<file path="src/rtl/id3_pkg.sv">
// Shared types and constants for the ID3v2.3 tag frame parser.
package id3_pkg;

   typedef struct packed {
      logic [7:0] data_byte;
      logic       last_byte;
   } id3_req_type;

   typedef struct packed {
      logic [2:0]  event_res;
      logic [7:0]  text_byte;
      logic [28:0] frame_offset;
      logic [32:0] frame_size;
      logic        finished;
      logic        outcome;
   } id3_rsp_type;

   typedef enum logic [5:0] {
      PH_HEADER   = 6'b000001,
      PH_FRAMEHDR = 6'b000010,
      PH_ENCODING = 6'b000100,
      PH_TEXT     = 6'b001000,
      PH_SKIP     = 6'b010000,
      PH_DONE     = 6'b100000
   } id3_phase_type;

   typedef enum logic [1:0] {
      KIND_NONE   = 2'd0,
      KIND_TITLE  = 2'd1,
      KIND_ARTIST = 2'd2
   } id3_kind_type;

   localparam logic [2:0] EV_NONE        = 3'd0;
   localparam logic [2:0] EV_TITLE_TEXT  = 3'd1;
   localparam logic [2:0] EV_ARTIST_TEXT = 3'd2;
   localparam logic [2:0] EV_TITLE_FRAME = 3'd3;
   localparam logic [2:0] EV_ARTIST_FRAME = 3'd4;

   localparam logic [31:0] ID_TITLE  = 32'h5449_5432;  // "TIT2"
   localparam logic [31:0] ID_ARTIST = 32'h5450_4531;  // "TPE1"

   localparam logic [15:0] TEXT_LIMIT_RESET = 16'd100;
   localparam int          OFFSET_W = 40;
   localparam int          TAG_HDR_BYTES = 10;
   localparam int          FRAME_HDR_BYTES = 10;

endpackage

</file>
<file path="src/rtl/id3v23_frame_parser.sv">
// Top level of the streaming ID3v2.3 tag frame parser.
//
//   channel  direction  handshake            word
//   req      in         req_valid/req_ready  one file byte plus end-of-file flag
//   rsp      out        rsp_valid/rsp_ready  one result per accepted byte
//   csr      in         csr_valid/csr_ready  text length limit (16 bits)
//
// One byte is accepted per cycle when not stalled; its result appears in the
// output register on the next cycle. The per-byte work is a set of compares,
// shifts and adds on the parser state. A stalled result register holds off
// req_ready only when it is full and not being taken. Synchronous reset clears
// the parser state and loads the text limit with 100; csr_ready is always high.
module id3v23_frame_parser (
   input  logic                 clock,
   input  logic                 reset,
   input  logic                 req_valid,
   output logic                 req_ready,
   input  id3_pkg::id3_req_type req_payload,
   output logic                 rsp_valid,
   input  logic                 rsp_ready,
   output id3_pkg::id3_rsp_type rsp_payload,
   input  logic                 csr_valid,
   output logic                 csr_ready,
   input  logic [15:0]          csr_data
);

   id3_pkg::id3_phase_type phase_ff, phase_in;
   id3_pkg::id3_kind_type  frame_kind_ff, frame_kind_in;
   logic [id3_pkg::OFFSET_W-1:0] byte_offset_ff, byte_offset_in;
   logic [28:0] tag_end_ff, tag_end_in;
   logic [31:0] header_shift_ff, header_shift_in;
   logic [31:0] frame_id_shift_ff, frame_id_shift_in;
   logic [28:0] frame_start_ff, frame_start_in;
   logic [32:0] next_frame_at_ff, next_frame_at_in;
   logic [15:0] text_remaining_ff, text_remaining_in;
   logic [3:0]  hdr_count_ff, hdr_count_in;
   logic        header_ok_ff, header_ok_in;
   logic [15:0] text_limit_ff, text_limit_in;
   logic        rsp_valid_ff, rsp_valid_in;
   id3_pkg::id3_rsp_type rsp_data_ff, rsp_data_in;

   logic        accept;
   logic [7:0]  b;
   logic [31:0] size_minus_one;

   assign req_ready = !rsp_valid_ff || rsp_ready;
   assign accept    = req_valid && req_ready;
   assign csr_ready = 1'b1;
   assign rsp_valid = rsp_valid_ff;
   assign rsp_payload = rsp_data_ff;
   assign b = req_payload.data_byte;
   assign size_minus_one = header_shift_ff - 32'd1;

   always_comb begin
      text_limit_in = text_limit_ff;
      if (csr_valid) begin
         text_limit_in = csr_data;
      end
   end

   always_comb begin
      phase_in          = phase_ff;
      frame_kind_in     = frame_kind_ff;
      byte_offset_in    = byte_offset_ff;
      tag_end_in        = tag_end_ff;
      header_shift_in   = header_shift_ff;
      frame_id_shift_in = frame_id_shift_ff;
      frame_start_in    = frame_start_ff;
      next_frame_at_in  = next_frame_at_ff;
      text_remaining_in = text_remaining_ff;
      hdr_count_in      = hdr_count_ff;
      header_ok_in      = header_ok_ff;
      rsp_valid_in      = rsp_valid_ff && !rsp_ready;
      rsp_data_in       = rsp_data_ff;

      if (accept) begin
         rsp_valid_in = 1'b1;
         rsp_data_in  = '0;

         unique case (phase_ff)
            id3_pkg::PH_HEADER: begin
               if (byte_offset_ff == 40'd0) begin
                  header_ok_in = (b == 8'h49);
               end else if (byte_offset_ff == 40'd1) begin
                  header_ok_in = header_ok_ff && (b == 8'h44);
               end else if (byte_offset_ff == 40'd2) begin
                  header_ok_in = header_ok_ff && (b == 8'h33);
               end else if (byte_offset_ff >= 40'd6) begin
                  header_shift_in = {header_shift_ff[24:0], b[6:0]};
               end
               if (byte_offset_ff >= 40'(id3_pkg::TAG_HDR_BYTES - 1)) begin
                  if (!header_ok_in) begin
                     phase_in = id3_pkg::PH_DONE;
                  end else begin
                     tag_end_in = 29'(id3_pkg::TAG_HDR_BYTES)
                                + {1'b0, header_shift_in[27:0]};
                     next_frame_at_in = 33'(id3_pkg::TAG_HDR_BYTES);
                     phase_in = id3_pkg::PH_SKIP;
                  end
               end
            end
            id3_pkg::PH_SKIP: begin
               if ({7'd0, next_frame_at_ff} == byte_offset_ff) begin
                  // A frame id starting with zero marks the padding area.
                  if (byte_offset_ff >= {11'd0, tag_end_ff} || b == 8'd0) begin
                     phase_in = id3_pkg::PH_DONE;
                  end else begin
                     frame_start_in    = byte_offset_ff[28:0];
                     frame_id_shift_in = {24'd0, b};
                     hdr_count_in      = 4'd1;
                     phase_in          = id3_pkg::PH_FRAMEHDR;
                  end
               end
            end
            id3_pkg::PH_FRAMEHDR: begin
               hdr_count_in = hdr_count_ff + 4'd1;
               if (hdr_count_ff < 4'd4) begin
                  frame_id_shift_in = {frame_id_shift_ff[23:0], b};
               end else if (hdr_count_ff < 4'd8) begin
                  header_shift_in = {header_shift_ff[23:0], b};
               end
               if (hdr_count_ff >= 4'(id3_pkg::FRAME_HDR_BYTES - 1)) begin
                  next_frame_at_in = {4'd0, frame_start_ff}
                                   + 33'(id3_pkg::FRAME_HDR_BYTES)
                                   + {1'b0, header_shift_ff};
                  phase_in = id3_pkg::PH_SKIP;
                  if (frame_id_shift_ff == id3_pkg::ID_TITLE) begin
                     frame_kind_in = id3_pkg::KIND_TITLE;
                  end else if (frame_id_shift_ff == id3_pkg::ID_ARTIST) begin
                     frame_kind_in = id3_pkg::KIND_ARTIST;
                  end else begin
                     frame_kind_in = id3_pkg::KIND_NONE;
                  end
                  if (frame_kind_in != id3_pkg::KIND_NONE) begin
                     rsp_data_in.event_res = (frame_kind_in == id3_pkg::KIND_TITLE)
                                           ? id3_pkg::EV_TITLE_FRAME
                                           : id3_pkg::EV_ARTIST_FRAME;
                     rsp_data_in.frame_offset = frame_start_ff;
                     rsp_data_in.frame_size = {1'b0, header_shift_ff}
                                            + 33'(id3_pkg::FRAME_HDR_BYTES);
                     // Only the low half matters once the length is under the limit.
                     text_remaining_in = size_minus_one[15:0];
                     if (size_minus_one < {16'd0, text_limit_ff}) begin
                        phase_in = id3_pkg::PH_ENCODING;
                     end
                  end
               end
            end
            id3_pkg::PH_ENCODING: begin
               phase_in = (text_remaining_ff != 16'd0) ? id3_pkg::PH_TEXT
                                                       : id3_pkg::PH_SKIP;
            end
            id3_pkg::PH_TEXT: begin
               rsp_data_in.event_res = (frame_kind_ff == id3_pkg::KIND_TITLE)
                                     ? id3_pkg::EV_TITLE_TEXT
                                     : id3_pkg::EV_ARTIST_TEXT;
               rsp_data_in.text_byte = b;
               text_remaining_in = text_remaining_ff - 16'd1;
               if (text_remaining_ff == 16'd1) begin
                  phase_in = id3_pkg::PH_SKIP;
               end
            end
            id3_pkg::PH_DONE: begin
            end
            default: begin
            end
         endcase

         if (byte_offset_ff != '1) begin
            byte_offset_in = byte_offset_ff + 40'd1;
         end

         if (req_payload.last_byte) begin
            rsp_data_in.finished = 1'b1;
            rsp_data_in.outcome  = !(header_ok_in && phase_in != id3_pkg::PH_HEADER);
            phase_in          = id3_pkg::PH_HEADER;
            frame_kind_in     = id3_pkg::KIND_NONE;
            byte_offset_in    = '0;
            tag_end_in        = '0;
            header_shift_in   = '0;
            frame_id_shift_in = '0;
            frame_start_in    = '0;
            next_frame_at_in  = '0;
            text_remaining_in = '0;
            hdr_count_in      = '0;
            header_ok_in      = 1'b0;
         end
      end
   end

   always_ff @(posedge clock) begin
      if (reset) begin
         phase_ff          <= id3_pkg::PH_HEADER;
         frame_kind_ff     <= id3_pkg::KIND_NONE;
         byte_offset_ff    <= '0;
         tag_end_ff        <= '0;
         header_shift_ff   <= '0;
         frame_id_shift_ff <= '0;
         frame_start_ff    <= '0;
         next_frame_at_ff  <= '0;
         text_remaining_ff <= '0;
         hdr_count_ff      <= '0;
         header_ok_ff      <= 1'b0;
         text_limit_ff     <= id3_pkg::TEXT_LIMIT_RESET;
         rsp_valid_ff      <= 1'b0;
      end else begin
         phase_ff          <= phase_in;
         frame_kind_ff     <= frame_kind_in;
         byte_offset_ff    <= byte_offset_in;
         tag_end_ff        <= tag_end_in;
         header_shift_ff   <= header_shift_in;
         frame_id_shift_ff <= frame_id_shift_in;
         frame_start_ff    <= frame_start_in;
         next_frame_at_ff  <= next_frame_at_in;
         text_remaining_ff <= text_remaining_in;
         hdr_count_ff      <= hdr_count_in;
         header_ok_ff      <= header_ok_in;
         text_limit_ff     <= text_limit_in;
         rsp_valid_ff      <= rsp_valid_in;
      end
   end

   always_ff @(posedge clock) begin
      rsp_data_ff <= rsp_data_in;
   end

endmodule
</file>
<file path="config.mk">
export PLATFORM = sky130hd
export DESIGN_NAME = id3v23_frame_parser
export DESIGN_NICKNAME = d
export VERILOG_FILES = /design/src/rtl/id3_pkg.sv /design/src/rtl/id3v23_frame_parser.sv
export SDC_FILE = /design/constraint.sdc
export NUM_CORES = 1
export LEC_CHECK = 0
export ABC_CLOCK_PERIOD_IN_PS = 5000
export BUFFER_PORTS_ARGS = -buffer_cell sky130_fd_sc_hd__buf_4
export CORE_MARGIN = 1
export CORE_UTILIZATION = 35
export CTS_BUF_LIST = sky130_fd_sc_hd__clkbuf_8 sky130_fd_sc_hd__clkbuf_16
export DETAILED_ROUTE_END_ITERATION = 10
export PLACE_DENSITY_LB_ADDON = 0.25
export SYNTH_ARGS = -nofsm -noshare
export SYNTH_HDL_FRONTEND = slang
export SYNTH_SLANG_ARGS = --single-unit
</file>
<file path="constraint.sdc">
create_clock -name clock -period 5 [get_ports clock]
set_input_delay 1 -clock clock [delete_from_list [all_inputs] [get_ports clock]]
set_output_delay 1 -clock clock [all_outputs]
set_load 0.01 [all_outputs]
</file>
==> metrics.yaml, run 1 <==
clock_network:
  worstSkewPairLatency_ns: 0.56
  numCtsBuffers: 38
  htreeDepth: 2
  postCtsResizedCells: 0
  cts.sinks: 316
  cts_root_buf: "clkbuf_16"
  postCtsHoldBufs: 0
  clk_pin_slew_ns: 0.06
  max-clock-path-buffers: 3
  cts_tree: "yes"
  post_cts_buffers: 0
logic_synthesis:
  ys.flop_type: "dfxtp_1"
  syn_inst: 2076
  synthDistinctLibCells: 82
  synth_fp_nets: 2224
  netlist_top_cells_area: "dfxtp_1 27%, edfxtp_1 13%, ha_1 8.2%, nor2_1 5.9%, xnor2_1 4.6%"
  syn_area_per_cell_sq_um: 8.65
  synth_top_cell_by_area: "dfxtp_1"
  synth_warnings: 0
  yosys.area.top_type_share: 0.269
  synth.cell_area_sq_mm: 0.0180
  synth-edff-count: 75
  async_flop_share: 0
  ys_ff_latch: 316
  ys_seq_area_frac: 0.394
timing:
  finClkSkew_ns: 0.0192
  post-route-period-util: 0.876
  finalHoldViolations: 0
  rsz0062_at_grt: "false"
  relSlewSlack: 0.294
  final-setup-viol-count: 0
  clock.fmax_mhz: 228
  finalSetupTns_ns: 0
  drv_slew: 0
  fin_crit_ns: 4.38
  tightest_slew_ns: 1.05
  setup_slack_ns: 0.620
floorplan:
  dieArea_sq_mm: 0.0522
  rows: 82
  coreArea_sq_mm: 0.0504
  ios: 108
  fp.dieW_um: 229
  start_util: 0.356
  die_h_um: 229
flow_run:
  max_cap_violations: 0
layout:
  finalNetCount: 2297
  drive_above_1_share: 0.115
  stdcell_area_sq_mm: 0.0208
  utilization: 0.412
  final_cell_mix: "278 x nor2_1, 241 x dfxtp_1, 162 x buf_4, 160 x nand2_1, 117 x ha_1"
  final_cell_count_no_fill: 2853
  final_common_cell: "nor2_1"
  syn_to_final_growth_pct: 15.6
critical_path:
  path_max_fanout: 9
  start_kind: "flip-flop"
  critPathBufInv: 2
  rr_worst_depth: 16
  cp.required_ns: 5.48
  max_stage_delay_ns: 0.49
  crit_chain: "inv_1 -> ha_1 -> a21boi_0 -> nand3_1 -> nor3_1 -> xor2_1 -> ha_1 -> nor2_1 -> nand4_1 -> nor2_1 -> nand4_1 -> or4_1 -> a2111oi_0 -> buf_4 -> nand3_1 -> a21oi_1"
  cpLargestDelayFamily: "simple AND/OR/NAND/NOR gates"
  crit_arrival_ns: 4.86
  worstSetupPathType: "flip-flop to flip-flop"
  crit_slowest_cell: "dfxtp_1"
  crit_path_end_kind: "flip-flop"
  cp_num_cells: 16
global_route:
  grt_util_met2: 0.357
  grt_pass1_wl_mm: 89.0
  grt_max_degree: 66
  antenna_found_initial: 1
  grt_util_met1: 0.283
  top_usage_layer: "met2"
  use_met3: 0.0296
  grt_pass1_vias: 15000
  grt-ovfl-total: 0
  grt_usage: 0.218
placed_design:
  hpwl_mm: 42.8
  dp_cells: 2781
  place_congestion: 0.985
  place_ws_ns: 0.729
  io_buffers: 106
  place_area_sq_mm: 0.0195
pwr:
  internal-power_mw: 4.45
  power_density_mw_per_mm2: 282
  ir_drop_mv: 0.212
  leakage_nw: 8.19
  pwr-share-clk: 0.473
  sw_frac_of_total: 0.240
  p_switching_mw: 1.40
  p_comb_frac: 0.067
  seq_power_share: 0.459
worst_hold_path:
  hold_path.class: "flip-flop to flip-flop"
  hold_depth: 2
run_status:
  outcome: "finished clean"
route:
  wl_mm: 57.8
  wl_per_cell_um: 20.3
  ant_nets: 0
  vias: 15700
  routed_via_density: 5.50
  drt_pass1_iterations: 5
  first_iter_violations: 1310
  drc: 0
[stage by stage]
stage	hold WS, ns	total power, mW
2_1_floorplan	0.425	2.97
3_3_place_gp	0.444	3.13
3_5_place_dp	0.443	3.13
4_1_cts	0.457	5.93
5_1_grt	0.481	6.06
6_report	0.457	5.85
[flip-flops by register name, indices dropped and copies added (netlist names)]
register and flops:
rsp_valid 1, hdr_count_ff 4, phase_ff 6, header_ok_ff 1
header_shift_ff 32, next_frame_at_ff 33, frame_kind_ff 2, frame_start_ff 29
frame_id_shift_ff 32, text_remaining_ff 16, rsp_payload 75, tag_end_ff 29
text_limit_ff 16, byte_offset_ff 40
[power by group through the flow]
stage	registers, mW	clock network, mW	logic [mW]
global route	2.69	2.94	0.428
floorplan	2.76	0	0.216
global placement	2.74	0	0.390
finish	2.69	2.77	0.394
detailed placement	2.74	0	0.391
CTS	2.69	2.85	0.392
[per-layer routing]
layer | part of all wire | routed length [um] | vias up
li1 | - | - | 7522
met1 | 0.44 | 25300 | 7596
met2 | 0.46 | 26800 | 464
met3 | 0.055 | 3190 | 115
met4 | 0.043 | 2490 | 0
met5 | 0 | 0 | -
[synthesized netlist by cell type, drive strengths merged, types with 4 or more instances]
cell type,number
nand4,40
a22o,54
nor3b,4
xnor2,94
nand2b,10
nand2,160
mux2i,42
nand4b,6
nor3,62
nor2b,5
a211oi,11
and4,5
o21a,13
clkbuf,97
ha,117
inv,83
dfxtp,241
and2,45
o211ai,13
xor2,75
o21ai,106
or2,5
nor4,30
nor2,282
a22oi,43
nor4b,4
buf,32
or4,7
nand3b,5
and3,20
o31ai,10
a2111oi,10
a21o,18
a31oi,15
o2111ai,4
nand3,67
edfxtp,75
or3,10
a21oi,115
mux2,4
[cell type report]
cell class	instances	area, sq um
clock inverter	29	241
tap	672	841
multi-input combinational	1548	10100
antenna	2	5.00
sequential	316	7080
timing repair buffer	162	1220
clock buffer	41	1000
fill	5032	29600
inverter	83	314
[final timing paths]
path,slack (ns),startpoint,end
max,0.62,header_shift_ff[1]$_SDFFE_PP0P_,phase_ff[2]$_SDFFE_PP0P_
min,0.46,tag_end_ff[18]$_SDFFE_PP0P_,tag_end_ff[18]$_SDFFE_PP0P_
max reg2reg,0.62,header_shift_ff[1]$_SDFFE_PP0P_,phase_ff[2]$_SDFFE_PP0P_
min reg2reg,0.46,tag_end_ff[18]$_SDFFE_PP0P_,tag_end_ff[18]$_SDFFE_PP0P_
[worst register-to-register path, delay by kind of cell (launching register included)]
family / cells / cell delay [ns]
flops: 1 / 0.49
simple gates: 8 / 1.88
fa+ha+maj: 2 / 0.54
xor+xnor: 1 / 0.12
compound gates: 3 / 0.89
buf+inv: 2 / 0.38
[cell families after synthesis]
group,synth area share
compound gates,0.162
other cells,0.000209
fa+ha+maj,0.0826
xor+xnor,0.0824
buf+inv,0.0478
simple gates,0.204
flops,0.394
mux,0.0261
No activity file was read; power rests on OpenSTA's default activity.
==> run 2, diff against run 1 <==
--- a/config.mk
+++ b/config.mk
@@ -6,12 +6,13 @@
 export NUM_CORES = 1
 export LEC_CHECK = 0
 export ABC_CLOCK_PERIOD_IN_PS = 5000
-export BUFFER_PORTS_ARGS = -buffer_cell sky130_fd_sc_hd__buf_4
 export CORE_MARGIN = 1
 export CORE_UTILIZATION = 35
 export CTS_BUF_LIST = sky130_fd_sc_hd__clkbuf_8 sky130_fd_sc_hd__clkbuf_16
 export DETAILED_ROUTE_END_ITERATION = 10
+export DONT_BUFFER_PORTS = 1
 export PLACE_DENSITY_LB_ADDON = 0.25
+export RECOVER_POWER = 100
 export SYNTH_ARGS = -nofsm -noshare
 export SYNTH_HDL_FRONTEND = slang
 export SYNTH_SLANG_ARGS = --single-unit
==> run 2 against run 1 <==
The run now ends with max-capacitance violations, max-slew violations left; final cell count shrank 4.1%; flip-flop and latch count is the same; clock skew shrank 0.0033 ns; worst setup slack gained 0.060 ns; die area is the same; count of clock-buffer cells in the layout grew 5; clock power grew 8.7%; routed wire length shrank 1.4%; critical endpoint is now header_shift_ff[27]$_SDFFE_PP0P_; largest cell class unchanged.
==> metrics.yaml, run 2 (synthesis gave the netlist of run 1 again) <==
run_status:
  outcome: "finished with violations"
  violations: "max-capacitance violations, max-slew violations"
pwr:
  ir_drop_mv: 0.215  # +1.3%
  power_density_mw_per_mm2: 302  # +7.0%
  pwr-share-clk: 0.503  # +0.030
  p_switching_mw: 1.42  # +1.0%
  p_comb_frac: 0.045  # -0.022
  internal-power_mw: 4.58  # +2.8%
  sw_frac_of_total: 0.236  # -0.00312
  seq_power_share: 0.452  # -0.007
  leakage_nw: 7.53  # -8.0%
floorplan:
  rows: 82  # unchanged
  start_util: 0.356  # unchanged
  dieArea_sq_mm: 0.0522  # unchanged
  coreArea_sq_mm: 0.0504  # unchanged
  die_h_um: 229  # unchanged
  ios: 108  # unchanged
  fp.dieW_um: 229  # unchanged
critical_path:
  crit_path_end_kind: "flip-flop"
  start_kind: "input port"
  cp.required_ns: 5.46  # -0.02 ns
  crit_arrival_ns: 4.78  # -0.08 ns
  crit_slowest_cell: "clkbuf_1"
  path_max_fanout: 38  # +29
  worstSetupPathType: "input port to flip-flop"
  crit_chain: "nand2b_1 -> nand2_1 -> clkinvlp_2 -> buf_4 -> o31ai_1 -> clkbuf_1 -> nor2_1 -> clkbuf_1 -> a22oi_1 -> nor2_1"
  cpLargestDelayFamily: "buffers and inverters"
  critPathBufInv: 4  # +2
  max_stage_delay_ns: 0.98  # +0.49 ns
clock_network:
  worstSkewPairLatency_ns: 0.57  # about the same
  postCtsResizedCells: 0  # unchanged
  clk_pin_slew_ns: 0.06  # about the same
  numCtsBuffers: 39  # +2.6%
  post_cts_buffers: 0  # unchanged
  htreeDepth: 2  # unchanged
  cts_root_buf: "clkbuf_16"
  cts_tree: "yes"
  cts.sinks: 316  # unchanged
  postCtsHoldBufs: 0  # unchanged
  max-clock-path-buffers: 3  # unchanged
layout:
  final_common_cell: "nor2_1"
  stdcell_area_sq_mm: 0.0199  # -4.3%
  final_cell_mix: "280 x nor2_1, 241 x dfxtp_1, 160 x nand2_1, 117 x ha_1, 114 x a21oi_1"
  diodes: 0  # -2
  fill_cells: 5070  # +0.76%
  drive_above_1_share: 0.0577  # -0.0571
  largest_register_ffs: 75  # unchanged
  finalNetCount: 2181  # -5.1%
  final_cell_count_no_fill: 2736  # -4.1%
  syn_to_final_growth_pct: 10.6
timing:
  final-setup-viol-count: 0  # unchanged
  post-route-period-util: 0.864  # -0.0119
  clock.fmax_mhz: 231  # +1.4%
  finClkSkew_ns: 0.0159  # -0.00331 ns
  fin_crit_ns: 4.32  # -0.0597 ns
  relSlewSlack: -0.627  # -0.921
  rsz0062_at_grt: "false"
  tightest_slew_ns: 2.44  # +1.39 ns
  finalSetupTns_ns: 0  # unchanged
  drv_slew: 77  # +77
  finalHoldViolations: 0  # unchanged
global_route:
  grt_usage: 0.216  # -0.00129
  grt-ovfl-total: 0  # unchanged
  grt_max_degree: 113  # +71%
  grt_pass1_vias: 14600  # -3.0%
  antenna_found_initial: 1  # unchanged
  grt_pass1_wl_mm: 88.1  # -0.99%
route:
  met2_length_mm: 26.9  # +0.28%
  drc: 0  # unchanged
  routed_via_density: 5.55  # +0.89%
  wl_mm: 57.0  # -1.4%
  met1_length_mm: 25.1  # -0.84%
  vias: 15200  # -3.2%
  ant_nets: 0  # unchanged
  drt_pass1_iterations: 6  # +1
  first_iter_violations: 1237  # -5.6%
  wl_met3_mm: 3.09  # -3.3%
  top_layer_used: "met4"
  wl_per_cell_um: 20.8  # +2.8%
flow_run:
  max_cap_violations: 3  # +3
placed_design:
  hpwl_mm: 42.2  # -1.3%
  io_buffers: 0  # -100%
  place_congestion: 0.921  # -6.5%
  place_area_sq_mm: 0.0186  # -4.5%
  dp_cells: 2664  # -4.2%
worst_hold_path:
  hold_path.class: "flip-flop to flip-flop"
==> run 2: cell count changes in the layout (fill, tap and decap cells not counted), moves of 3 or more <==
cell / change
buf_4: -134
and2_0: +23
and2_1: -23
clkbuf_1: +14
inv_1: -11
clkinv_2: +5
clkbuf_2: +3
clkbuf_8: +3
==> run 2: layer usage <==
layer,vias to the layer above,GRT usage
li1,7291,-
met1,7322,0.282
met2,473,0.361
met3,102,0.0276
met4,0,0.0860
met5,-,0
==> run 2: power groups by stage <==
stage | registers (mW) | logic [mW] | clock network [mW]
after global placement | 2.77 | 0.268 | 0
after CTS | 2.71 | 0.274 | 3.08
after detailed placement | 2.77 | 0.272 | 0
final | 2.71 | 0.269 | 3.01
after global routing | 2.72 | 0.298 | 3.17
after floorplan | 2.76 | 0.216 | 0
==> run 2: area by class of cell <==
class / count / area [sq um] / share of cell area
Clock buffer: 46 / 1090 / 0.0551
Clock inverter: 26 / 270 / 0.0136
Inverter: 83 / 313 / 0.0158
Multi-Input combinational cell: 1548 / 9990 / 0.503
Sequential cell: 316 / 7080 / 0.356
Tap cell: 672 / 841 / 0.0423
Timing Repair Buffer: 45 / 278 / 0.0140
==> run 2: path summary, 6_finish.rpt <==
check                                       end  depth (start not counted)                             from  slack [ns]
max            header_shift_ff[27]$_SDFFE_PP0P_                         10                        rsp_ready        0.68
min                 tag_end_ff[27]$_SDFFE_PP0P_                          2      tag_end_ff[27]$_SDFFE_PP0P_        0.45
max reg2reg  frame_id_shift_ff[26]$_SDFFE_PP0P_                         11  byte_offset_ff[11]$_SDFFE_PP0P_        0.74
min reg2reg         tag_end_ff[27]$_SDFFE_PP0P_                          2      tag_end_ff[27]$_SDFFE_PP0P_        0.45
==> run 2: worst reg2reg max path, stage by stage, from the launching register on <==
cell and delay, ns:
dfxtp_1 0.56, ha_1 0.33, a2111oi_0 0.33, o21ai_0 0.15, a221oi_1 0.30, o41ai_1 0.20, a221oi_1 0.35, clkbuf_1 0.25
nand3b_1 0.35, a31oi_1 0.99, mux2i_1 0.29, nor2_1 0.06
==> run 2: through the flow <==
step | hold WS, ns | setup slack [ns] | power [mW] | utilization
2_1_floorplan | 0.425 | 0.101 | 2.97 | -
3_3_place_gp | 0.444 | 1.25 | 3.03 | 0.370
3_5_place_dp | 0.448 | 1.10 | 3.04 | 0.370
4_1_cts | 0.456 | 1.06 | 6.06 | 0.397
5_1_grt | 0.487 | 0.375 | 6.19 | 0.394
6_report | 0.454 | 0.680 | 5.99 | 0.394
